`src/hdl/button_press_mode_selector_macros.svh`:
```
// ----------------------------------------------------------------------------
// button press mode selector assertion macros
// shared concurrent assertion forms, clocked on clk, disabled in reset
// ----------------------------------------------------------------------------
`ifndef BUTTON_PRESS_MODE_SELECTOR_MACROS_SVH
`define BUTTON_PRESS_MODE_SELECTOR_MACROS_SVH

`ifndef ASSERT_OFF
// same-cycle implication
`define BPMS_ASSERT_NOW(lbl, ante, cons, msg) \
  lbl: assert property (@(posedge clk) disable iff (!rst_n) (ante) |-> (cons)) \
    else $error(msg);
// next-cycle implication
`define BPMS_ASSERT_NEXT(lbl, ante, cons, msg) \
  lbl: assert property (@(posedge clk) disable iff (!rst_n) (ante) |=> (cons)) \
    else $error(msg);
`else
`define BPMS_ASSERT_NOW(lbl, ante, cons, msg)
`define BPMS_ASSERT_NEXT(lbl, ante, cons, msg)
`endif

`endif

```
`src/hdl/bpms_pkg.sv`:
```
// ----------------------------------------------------------------------------
// bpms_pkg
// types, codes and helpers of the button press mode selector
// ----------------------------------------------------------------------------
package bpms_pkg;

  // press machine states
  localparam logic [1:0] ST_IDLE     = 2'd0;
  localparam logic [1:0] ST_DEBOUNCE = 2'd1;
  localparam logic [1:0] ST_PRESSED  = 2'd2;

  // press event codes
  localparam logic [1:0] EV_NONE  = 2'd0;
  localparam logic [1:0] EV_SHORT = 2'd1;
  localparam logic [1:0] EV_LONG  = 2'd2;

  // charge mode selected by a long press
  localparam logic [2:0] MODE_LONG = 3'd4;

  // configuration register indexes
  localparam logic [1:0] CFG_DEBOUNCE   = 2'd0;
  localparam logic [1:0] CFG_LONG_PRESS = 2'd1;

  // configuration reset values
  localparam logic [15:0] DEBOUNCE_RST   = 16'd20;
  localparam logic [15:0] LONG_PRESS_RST = 16'd2000;

  // one poll word
  typedef struct packed {
    logic [31:0] now_ms;
    logic        button_down;
  } bpms_item_t;

  // one result word
  typedef struct packed {
    logic [1:0] press_event;
    logic [2:0] charge_mode;
    logic       store_write;
  } bpms_result_t;

  // short press mode step: long mode back to 0, else cycle 0..3
  function automatic logic [2:0] next_mode(input logic [2:0] m);
    logic [2:0] r;
    if (m == MODE_LONG) begin
      r = 3'd0;
    end else begin
      r = {1'b0, m[1:0] + 2'd1};
    end
    return r;
  endfunction

endpackage

```
`src/hdl/button_press_mode_selector.sv`:
```
// a poll waits in the input register, then its result word goes to the result
// register; one poll word per cycle is taken while out_stall is low; the press
// state updates once per poll as the word leaves the input register for the
// result register; a stalled result register holds back the input register,
// which then stalls; reset: synchronous, active low; clears the press machine,
// mode to 0 and loads debounce 20 ms and long press 2000 ms
// ----------------------------------------------------------------------------
// button_press_mode_selector
// debounced short and long press detection stepping a charge mode
// ----------------------------------------------------------------------------
`include "button_press_mode_selector_macros.svh"

module button_press_mode_selector (
  input  logic        clk,
  input  logic        rst_n,
  input  logic        cfg_we,
  input  logic [1:0]  cfg_idx,
  input  logic [15:0] cfg_wdata,
  input  logic        in_valid,
  output logic        in_stall,
  input  logic [31:0] in_now_ms,
  input  logic        in_button_down,
  output logic        out_valid,
  input  logic        out_stall,
  output logic [1:0]  out_press_event,
  output logic [2:0]  out_charge_mode,
  output logic        out_store_write
);
  import bpms_pkg::*;

  bpms_item_t   in_item;
  bpms_item_t   s1_item;
  logic         s1_valid;
  logic         out_free;
  logic         adv;
  bpms_result_t core_res;
  bpms_result_t out_res;

  assign in_item.now_ms      = in_now_ms;
  assign in_item.button_down = in_button_down;

  // held poll moves into the result register when there is room
  assign adv = s1_valid && out_free;

  bpms_in_reg u_in (
    .clk      (clk),
    .rst_n    (rst_n),
    .in_valid (in_valid),
    .in_item  (in_item),
    .adv      (adv),
    .in_stall (in_stall),
    .s1_valid (s1_valid),
    .s1_item  (s1_item)
  );

  bpms_core u_core (
    .clk       (clk),
    .rst_n     (rst_n),
    .cfg_we    (cfg_we),
    .cfg_idx   (cfg_idx),
    .cfg_wdata (cfg_wdata),
    .item      (s1_item),
    .upd       (adv),
    .result    (core_res)
  );

  bpms_out_reg u_out (
    .clk       (clk),
    .rst_n     (rst_n),
    .load      (adv),
    .res_in    (core_res),
    .out_stall (out_stall),
    .out_valid (out_valid),
    .free      (out_free),
    .res_out   (out_res)
  );

  assign out_press_event = out_res.press_event;
  assign out_charge_mode = out_res.charge_mode;
  assign out_store_write = out_res.store_write;

  // checks
  `BPMS_ASSERT_NOW(a_store_on_event, out_valid, out_store_write == (out_press_event != EV_NONE), "store strobe does not match event")
  `BPMS_ASSERT_NOW(a_long_mode, out_valid && out_press_event == EV_LONG, out_charge_mode == MODE_LONG, "long press without long mode")
  `BPMS_ASSERT_NOW(a_mode_range, out_valid, out_charge_mode <= MODE_LONG, "charge mode out of range")
  `BPMS_ASSERT_NEXT(a_stall_holds, in_stall, s1_valid, "input stage emptied while stalled")

endmodule

```
`src/hdl/bpms_in_reg.sv`:
```
// ----------------------------------------------------------------------------
// bpms_in_reg
// input register holding one poll word ahead of the press logic
// ----------------------------------------------------------------------------
module bpms_in_reg (
  input  logic                clk,
  input  logic                rst_n,
  input  logic                in_valid,
  input  bpms_pkg::bpms_item_t in_item,
  input  logic                adv,
  output logic                in_stall,
  output logic                s1_valid,
  output bpms_pkg::bpms_item_t s1_item
);
  import bpms_pkg::*;

  logic       valid_r;
  logic       valid_nxt;
  bpms_item_t item_r;
  logic       take;

  // take a word when empty or when the held word moves on
  assign in_stall = valid_r && !adv;
  assign take     = in_valid && !in_stall;

  always_comb begin
    valid_nxt = valid_r;
    if (take) begin
      valid_nxt = 1'b1;
    end else if (adv) begin
      valid_nxt = 1'b0;
    end
  end

  // valid flag
  always_ff @(posedge clk) begin
    if (!rst_n) begin
      valid_r <= 1'b0;
    end else begin
      valid_r <= valid_nxt;
    end
  end

  // payload
  always_ff @(posedge clk) begin
    if (take) begin
      item_r <= in_item;
    end
  end

  assign s1_valid = valid_r;
  assign s1_item  = item_r;

endmodule

```
`src/hdl/bpms_core.sv`:
```
// ----------------------------------------------------------------------------
// bpms_core
// press state machine, mode register and configuration registers
// ----------------------------------------------------------------------------
module bpms_core (
  input  logic                  clk,
  input  logic                  rst_n,
  input  logic                  cfg_we,
  input  logic [1:0]            cfg_idx,
  input  logic [15:0]           cfg_wdata,
  input  bpms_pkg::bpms_item_t  item,
  input  logic                  upd,
  output bpms_pkg::bpms_result_t result
);
  import bpms_pkg::*;

  logic [15:0] debounce_r;
  logic [15:0] long_press_r;
  logic [1:0]  state_r;
  logic [1:0]  state_nxt;
  logic [31:0] start_r;
  logic [31:0] start_nxt;
  logic        long_done_r;
  logic        long_done_nxt;
  logic [2:0]  mode_r;
  logic [2:0]  mode_nxt;
  logic [1:0]  event_nxt;
  logic [31:0] elapsed;
  logic        deb_met;
  logic        long_met;

  // configuration writes
  always_ff @(posedge clk) begin
    if (!rst_n) begin
      debounce_r   <= DEBOUNCE_RST;
      long_press_r <= LONG_PRESS_RST;
    end else if (cfg_we) begin
      unique case (cfg_idx)
        CFG_DEBOUNCE:   debounce_r   <= cfg_wdata;
        CFG_LONG_PRESS: long_press_r <= cfg_wdata;
        default: ;
      endcase
    end
  end

  // wrapping hold time and threshold checks
  assign elapsed  = item.now_ms - start_r;
  assign deb_met  = elapsed >= {16'd0, debounce_r};
  assign long_met = elapsed >= {16'd0, long_press_r};

  // next state for this poll
  always_comb begin
    state_nxt     = state_r;
    start_nxt     = start_r;
    long_done_nxt = long_done_r;
    mode_nxt      = mode_r;
    event_nxt     = EV_NONE;
    if (item.button_down) begin
      if (!long_done_r) begin
        unique case (state_r)
          ST_IDLE: begin
            state_nxt = ST_DEBOUNCE;
            start_nxt = item.now_ms;
          end
          ST_DEBOUNCE: begin
            if (deb_met) begin
              state_nxt = ST_PRESSED;
            end
          end
          ST_PRESSED: begin
            if (long_met) begin
              mode_nxt      = MODE_LONG;
              long_done_nxt = 1'b1;
              state_nxt     = ST_IDLE;
              start_nxt     = 32'd0;
              event_nxt     = EV_LONG;
            end
          end
          default: begin
            state_nxt = ST_IDLE;
          end
        endcase
      end
    end else begin
      // release ends every hold
      if (state_r == ST_PRESSED && !long_done_r) begin
        mode_nxt  = next_mode(mode_r);
        event_nxt = EV_SHORT;
      end
      state_nxt     = ST_IDLE;
      long_done_nxt = 1'b0;
    end
  end

  // state registers, advanced once per poll
  always_ff @(posedge clk) begin
    if (!rst_n) begin
      state_r     <= ST_IDLE;
      start_r     <= 32'd0;
      long_done_r <= 1'b0;
      mode_r      <= 3'd0;
    end else if (upd) begin
      state_r     <= state_nxt;
      start_r     <= start_nxt;
      long_done_r <= long_done_nxt;
      mode_r      <= mode_nxt;
    end
  end

  assign result.press_event = event_nxt;
  assign result.charge_mode = mode_nxt;
  assign result.store_write = (event_nxt != EV_NONE);

endmodule

```
`src/hdl/bpms_out_reg.sv`:
```
// ----------------------------------------------------------------------------
// bpms_out_reg
// result register toward the output channel
// ----------------------------------------------------------------------------
module bpms_out_reg (
  input  logic                   clk,
  input  logic                   rst_n,
  input  logic                   load,
  input  bpms_pkg::bpms_result_t res_in,
  input  logic                   out_stall,
  output logic                   out_valid,
  output logic                   free,
  output bpms_pkg::bpms_result_t res_out
);
  import bpms_pkg::*;

  logic         valid_r;
  logic         valid_nxt;
  bpms_result_t res_r;

  // room for a new word when empty or when the held word leaves now
  assign free = !valid_r || !out_stall;

  always_comb begin
    valid_nxt = valid_r;
    if (load) begin
      valid_nxt = 1'b1;
    end else if (valid_r && !out_stall) begin
      valid_nxt = 1'b0;
    end
  end

  // valid flag
  always_ff @(posedge clk) begin
    if (!rst_n) begin
      valid_r <= 1'b0;
    end else begin
      valid_r <= valid_nxt;
    end
  end

  // payload
  always_ff @(posedge clk) begin
    if (load) begin
      res_r <= res_in;
    end
  end

  assign out_valid = valid_r;
  assign res_out   = res_r;

endmodule
```
`config.mk`:
```
export PLATFORM = sky130hd
export DESIGN_NAME = button_press_mode_selector
export DESIGN_NICKNAME = d
export VERILOG_FILES = /design/src/hdl/bpms_pkg.sv /design/src/hdl/button_press_mode_selector.sv /design/src/hdl/bpms_in_reg.sv /design/src/hdl/bpms_core.sv /design/src/hdl/bpms_out_reg.sv
export VERILOG_INCLUDE_DIRS = /design/src /design/src/hdl
export SDC_FILE = /design/constraint.sdc
export NUM_CORES = 1
export LEC_CHECK = 0
export BUFFER_PORTS_ARGS = -buffer_cell sky130_fd_sc_hd__buf_2
export CAP_MARGIN = 20
export CORE_UTILIZATION = 36
export CTS_CLUSTER_SIZE = 40
export DETAILED_ROUTE_END_ITERATION = 7
export SYNTH_ARGS = -nofsm -noshare
export SYNTH_HDL_FRONTEND = slang
export SYNTH_SLANG_ARGS = --single-unit
```
`constraint.sdc`:
```
create_clock -name clk -period 5.5 [get_ports clk]
set_input_delay 0.275 -clock clk [delete_from_list [all_inputs] [get_ports clk]]
set_output_delay 0.275 -clock clk [all_outputs]
set_load 0.005 [all_outputs]
```
==> run_results.csv, run 1 <==
group,metric,value,unit
timing,setup_viol,0,
timing,fmax,0.229,GHz
layout,final_cell_mix,"nand2_1, inv_1, dfxtp_1",
global_routing,grt_overflow,0,
place,dp_hpwl,11200,um
cts,cts-root-buf,"clkbuf_16",
power,power,2.07,mW
power,p_leak,3.05,nW
global_routing,gr-usage-all-layers,16.3,%
cts,htree_num_levels,3,
power,power_frac_comb,21.4,%
die,start_util,36.7,%
synthesis,synth_area_per_cell,9.21,sq um
global_routing,grt_pass1_vias,5210,
die,die-area,19700,sq um
die,rows,50,
layout,fin_area,7750,sq um
setup_path,crit_path_max_fanout,32,
layout,fill_cells,1886,
synthesis,ys_warn_count,0,
hold_path,min_to,"u_in.s1_item[10]$_DFFE_PP_",
cts,worstSkewPairLatency,0.36,ns
cts,cts_sinks,111,
timing,fin_skew,0.0103,ns
power,p_sw_share,28.8,%
synthesis,synth_edf_count,39,
setup_path,reg2reg_to,"u_core.start_r[19]$_SDFFE_PN0P_",
synthesis,synth-main-ff-cell,"dfxtp_1",
die,io_pins,64,
setup_path,cp-end-kind,"flop",
power,intPower,1.47,mW
setup_path,cpPeakStageDelay,0.40,ns
route,drt-wirelength-per-cell,14.6,um
cts,post_cts_buffers,0,
hold_path,holdCritPathClass,"in2reg",
place,dpl_cell_area,7390,sq um
timing,rsz0062_at_grt,"no",
timing,slew_viol_final,0,
synthesis,synthesis.nets,870,
route,drc_errors,0,
timing,tns,0,ns
power,powerDensity,267,nW/um^2
setup_path,cp_common_cell,"nor2_1",
cts,clk_pin_slew,0.08,ns
timing,whs,0.0807,ns
setup_path,ff2ff_path_depth,21,
hold_path,hold_depth,1,
route,drt-pass1-iter-count,5,
cts,cts_tree,"yes",
cts,cts.path.max_buffers,2,
route,ant_nets,0,
setup_path,critPathBufInv,2,
setup_path,regToRegStartpoint,"u_in.s1_item[1]$_DFFE_PP_",
setup_path,cp.arrival,4.67,ns
global_routing,grt_pass1_wl,25600,um
global_routing,grt_max_degree,44,
setup_path,crit_slowest_cell,"fa_1",
setup_path,critPathKind,"reg2reg",
timing,fin_crit_sh,79.4,%
power,clockPowerShare,34.9,%
flow_run,maxCapViolations,0,
synthesis,synthCells,749,
outcome,status,"complete, no violations",
setup_path,cp-start-kind,"flop",
hold_path,worstHoldStart,"in_now_ms[9]",
synthesis,ys_types,75,
die,core,18800,sq um
power,p_sw,0.596,mW
timing,period_needed,4.37,ns
setup_path,worstPathCellList,"inv_1, ha_1, fa_1, nand2b_1, a21oi_2, nor2_1, o21ai_0, a31oi_1, nor2_1, nor2_1, xnor2_1, ha_1, a21o_1, a21oi_1, o21ai_0, a21oi_1, and2_1, nand4_4, o21ai_4, buf_4, a22o_1",
cts,cts_resized,0,
place,routabilityCongestion,0.796,
synthesis,ys_ff_latch,111,
setup_path,cp.required,5.80,ns
global_routing,antenna_found_initial,0,
synthesis,synth_area,6900,sq um
synthesis,synthArstFlopShare,0,%
cts,cts_inserted_buffers,9,
die,die_x,140,um
die,die_h,140,um
layout,nets,920,
timing,worstMarginPinSlew,0.822,ns
synthesis,yosysSeqAreaShare,37.9,%
setup_path,reg2reg_slack,1.13,ns
layout,layout_commonest_cell,"nand2_1",
layout,antenna_cells,0,
place,port_buffers,63,
setup_path,crit_family,"compound AO/OA/AOI/OAI gates",
route,dr.first_iter.drc_count,310,
layout,drive_gt1_share,14.4,%
layout,syn2layout_area_growth,12.4,%
route,vias,5448,
timing,hold_violations,0,
route,via_per_inst,5.25,
cts,ctsHoldBuffers,0,
timing,slew_headroom,45.2,%
route,wl,15200,um
power,seqPwrFrac,43.7,%
power,vdd_drop_max,162,uV
-- registers in the layout, indices dropped and copies added (netlist names) --
signal	cells
u_core.state_r	2
u_in.s1_valid	1
u_out.out_valid	1
u_core.mode_r	3
u_out.res_out	6
u_core.long_press_r	16
u_core.start_r	32
u_core.debounce_r	16
u_core.long_done_r	1
u_in.s1_item	33
-- cell usage after synthesis, types with 4 or more instances --
| cell | number | area (sq um) |
|---|---|---|
| nand3_1 | 4 | 20.0 |
| edfxtp_1 | 39 | 1170 |
| o21a_1 | 8 | 60.1 |
| nor3_1 | 11 | 55.1 |
| nand2_1 | 92 | 345 |
| a2111oi_0 | 4 | 35.0 |
| xnor2_1 | 15 | 131 |
| nor2b_1 | 8 | 50.1 |
| a21o_1 | 15 | 113 |
| a31oi_1 | 11 | 68.8 |
| o21ai_0 | 36 | 180 |
| nor2_1 | 34 | 128 |
| nand4_1 | 12 | 75.1 |
| xor2_1 | 7 | 61.3 |
| a22o_1 | 34 | 298 |
| o21bai_1 | 6 | 45.0 |
| o211ai_1 | 12 | 90.1 |
| a21oi_1 | 36 | 180 |
| inv_1 | 77 | 289 |
| a211oi_2 | 5 | 62.6 |
| a21oi_2 | 4 | 35.0 |
| buf_4 | 4 | 30.0 |
| ha_1 | 64 | 801 |
| and3_1 | 10 | 62.6 |
| dfxtp_1 | 72 | 1440 |
| buf_6 | 4 | 45.0 |
| nand2b_1 | 8 | 50.1 |
| a21boi_0 | 25 | 188 |
| a211oi_1 | 9 | 67.6 |
| clkbuf_1 | 16 | 60.1 |
-- layer usage --
layer / up-vias / wire length, um / track usage [%]
met5: - / 0 / 0
met4: 0 / 313 / 6.82
met3: 20 / 472 / 2.63
met2: 91 / 6570 / 25.4
met1: 2526 / 7800 / 22.4
li1: 2811 / - / -
-- kinds of logic after synthesis --
family / after synthesis / share of synthesized area, %
compound gates: 234 / 24.8
xor+xnor: 22 / 2.79
fa+ha+maj: 65 / 11.9
buf+inv: 105 / 6.42
flops: 111 / 37.9
mux: 2 / 0.308
simple gates: 210 / 15.9
-- worst reg2reg max path, cell delays in order (launching register included) --
cell and delay, ns:
edfxtp_1 0.35, inv_1 0.05, ha_1 0.21, fa_1 0.40, nand2b_1 0.19, a21oi_2 0.22, nor2_1 0.10, o21ai_0 0.27
a31oi_1 0.16, nor2_1 0.12, nor2_1 0.06, xnor2_1 0.20, ha_1 0.28, a21o_1 0.16, a21oi_1 0.13, o21ai_0 0.10
a21oi_1 0.17, and2_1 0.21, nand4_4 0.16, o21ai_4 0.19, buf_4 0.37, a22o_1 0.22
-- metrics by stage --
stage,setup slack (ns),utilization [%],std cells
4_1_cts,1.11,41.2,1037
6_report,1.13,41.3,1038
5_1_grt,0.633,41.3,1038
2_1_floorplan,1.70,-,749
3_5_place_dp,1.15,39.4,1021
3_3_place_gp,1.24,39.4,1021
-- worst max-delay path by stage --
stage,from,endpoint,slack (ns),cells past startpoint
after global routing,u_in.s1_item[1]$_DFFE_PP_,u_core.start_r[14]$_SDFFE_PN0P_,0.63,21
after CTS,u_in.s1_item[1]$_DFFE_PP_,u_core.start_r[30]$_SDFFE_PN0P_,1.11,21
final,u_in.s1_item[1]$_DFFE_PP_,u_core.start_r[19]$_SDFFE_PN0P_,1.13,21
after floorplan,u_in.s1_item[1]$_DFFE_PP_,u_out.res_out[0]$_DFFE_PP_,1.70,20
after detailed placement,u_in.s1_item[1]$_DFFE_PP_,u_core.start_r[1]$_SDFFE_PN0P_,1.15,21
after global placement,u_in.s1_item[1]$_DFFE_PP_,u_core.start_r[8]$_SDFFE_PN0P_,1.24,21
-- area by class of cell --
class / instances / area (sq um) / share of cell area [%]
well taps: 234 / 293 / 3.78
inverters: 77 / 289 / 3.73
repair buffers: 67 / 358 / 4.62
flip-flops and latches: 111 / 2610 / 33.7
clock inverters: 3 / 26.3 / 0.339
clock buffers: 13 / 314 / 4.05
multi-input cells: 533 / 3860 / 49.8
-- power groups by stage --
stage	Clock [mW]	Combinational [mW]	Sequential, mW
2_1_floorplan	0	0.332	0.918
3_3_place_gp	0	0.435	0.923
3_5_place_dp	0	0.439	0.923
4_1_cts	0.746	0.441	0.904
5_1_grt	0.777	0.501	0.908
6_report	0.721	0.441	0.904
(Power assumes the default switching activity.)
==> run 2: changes to the inputs <==
ABC_AREA = 1   (was default)
clock period = 4.2 ns   (was 5.5 ns; I/O delays follow)
==> run_results.csv, run 2 <==
group,metric,value,unit
timing,fin_crit_sh,89.6,%
synthesis,synthArstFlopShare,0,%
cts,ctsHoldBuffers,0,
place,dp_hpwl,13600,um
setup_path,crit_path_max_fanout,32,
die,core,20500,sq um
synthesis,synth-main-ff-cell,"dfxtp_1",
setup_path,critPathKind,"reg2reg",
cts,cts_resized,0,
layout,layout_commonest_cell,"nand2_1",
die,die-area,21700,sq um
synthesis,synth_edf_count,39,
timing,slew_viol_final,0,
timing,setup_viol,0,
setup_path,cp.arrival,4.05,ns
power,vdd_drop_max,177,uV
layout,regArea,2610,sq um
cts,cts.path.max_buffers,2,
route,ant_nets,0,
setup_path,cp-start-kind,"flop",
timing,hold_violations,0,
outcome,status,"complete, no violations",
cts,worstSkewPairLatency,0.36,ns
synthesis,synthCells,1087,
timing,fin_skew,0.0149,ns
cts,post_cts_buffers,0,
synthesis,yosysSeqAreaShare,34.3,%
synthesis,yosysMostFrequentCell,"nand2_1",
global_routing,gr-usage-all-layers,17.0,%
synthesis,ys_types,37,
timing,tns,0,ns
synthesis,synthesis.nets,1208,
synthesis,synth_common_cells,"nand2_1, inv_1, dfxtp_1",
cts,cts_sinks,111,
route,wl,17300,um
route,via_per_inst,4.57,
timing,whs,0.0217,ns
cts,cts_inserted_buffers,9,
setup_path,cp-end-kind,"flop",
flow_run,maxCapViolations,0,
timing,rsz0062_at_grt,"no",
power,powerDensity,320,nW/um^2
die,start_util,37.2,%
global_routing,grt_max_degree,38,
synthesis,ys_ff_latch,111,
route,drt-pass1-iter-count,5,
place,port_buffers,63,
cts,clk_pin_slew,0.07,ns
cts,cts_tree,"yes",
power,p_leak,4.14,nW
route,vias,6489,
synthesis,yosys.area.top_type,"dfxtp_1",
synthesis,synthTopCellsByArea,"dfxtp_1, nand2_1, edfxtp_1, inv_1, ha_1",
layout,drive_gt1_share,15.9,%
global_routing,grt_pass1_vias,6040,
layout,multi_input_area,4030,sq um
layout,largest_register_ffs,33,
cts,htree_num_levels,3,
power,power,2.71,mW
place,place_ws,0.427,ns
hold_path,holdCritPathClass,"in2reg",
layout,antenna_cells,0,
die,die_h,147,um
timing,worstMarginPinSlew,0.798,ns
timing,slew_headroom,46.7,%
setup_path,cp.required,4.49,ns
layout,syn2layout_area_growth,11.2,%
synthesis,synth_area_per_cell,7.01,sq um
layout,final_util,41.3,%
synthesis,synth_area,7610,sq um
route,dr.first_iter.drc_count,360,
route,drt-wirelength-per-cell,12.2,um
cts,cts-root-buf,"clkbuf_16",
die,io_pins,64,
timing,period_needed,3.76,ns
global_routing,grt_pass1_wl,29200,um
timing,timing.final.ws_setup,0.436,ns
die,rows,52,
timing,fmax,0.266,GHz
die,die_x,147,um
synthesis,ys_warn_count,0,
layout,fill_cells,2193,
layout,final_cell_mix,"nand2_1, inv_1, dfxtp_1",
global_routing,antenna_found_initial,0,
synthesis,netlist.area_leader.share,18.9,%
route,drc_errors,0,
place,routabilityCongestion,0.870,
layout,nets,1267,
global_routing,grt_overflow,0,
## run 2: changes by cell type after synthesis, sizes merged, moves of 15 or more
cell / before / now
a21boi: 25 / 0
nor2: 34 / 55
inv: 77 / 226
nand2: 92 / 381
a22o: 34 / 0
a21o: 15 / 0
nand3: 4 / 43
a21oi: 40 / 90
## run 2: layer usage
| layer | global-route usage [%] | routed length (um) | vias up |
|---|---|---|---|
| li1 | - | - | 3486 |
| met1 | 23.3 | 8590 | 2861 |
| met2 | 27.1 | 7640 | 126 |
| met3 | 2.62 | 792 | 16 |
| met4 | 5.67 | 274 | 0 |
| met5 | 0 | 0 | - |
## run 2: power breakdown
group | internal, mW | switching [mW] | total, mW
Clock | 0.439 | 0.400 | 0.839
Sequential | 1.17 | 0.0271 | 1.20
Combinational | 0.243 | 0.431 | 0.675
## run 2: final cells by class
| cell class | instances | area share [%] |
|---|---|---|
| Tap cell | 270 | 3.99 |
| Inverter | 228 | 10.1 |
| Sequential cell | 111 | 30.9 |
| Timing Repair Buffer | 67 | 4.08 |
| Multi-Input combinational cell | 729 | 47.6 |
| Clock inverter | 5 | 0.355 |
| Clock buffer | 11 | 3.00 |
## run 2: final timing paths
| check | start | slack, ns | depth (start not counted) | to |
|---|---|---|---|---|
| max reg2reg | u_in.s1_item[6]$_DFFE_PP_ | 0.44 | 18 | u_core.start_r[15]$_SDFFE_PN0P_ |
| min reg2reg | u_core.debounce_r[1]$_SDFFE_PN0P_ | 0.46 | 2 | u_core.debounce_r[1]$_SDFFE_PN0P_ |
| max | u_in.s1_item[6]$_DFFE_PP_ | 0.44 | 18 | u_core.start_r[15]$_SDFFE_PN0P_ |
| min | in_now_ms[26] | 0.02 | 1 | u_in.s1_item[27]$_DFFE_PP_ |
## run 2: cells by family after synthesis
family,synth area share (%)
AO/OA/AOI/OAI,10.7
flip-flops,34.3
buffers and inverters,12.8
AND/OR/NAND/NOR,29.6
adder cells (fa/ha/maj),10.8
XOR/XNOR,1.73
## run 2: worst max-delay path, stage by stage, from the launching register on
cell      delay [ns]
edfxtp_1        0.41
ha_1            0.39
nand2_1         0.17
inv_1           0.05
a21oi_1         0.27
nand2_2         0.15
nand2_1         0.09
nand2_2         0.07
xor2_1          0.28
ha_1            0.31
inv_1           0.09
nor3_1          0.07
a211oi_1        0.16
nand2_1         0.09
a21oi_1         0.26
nand3_2         0.13
nand3_4         0.43
nand2_2         0.10
a21oi_2         0.13
## run 2: metrics by stage
stage | cell area, sq um | instances
6_report | 8470 | 1421
5_1_grt | 8470 | 1421
4_1_cts | 8470 | 1421
3_5_place_dp | 8180 | 1405
3_3_place_gp | 8180 | 1405
2_1_floorplan | 7610 | 1087
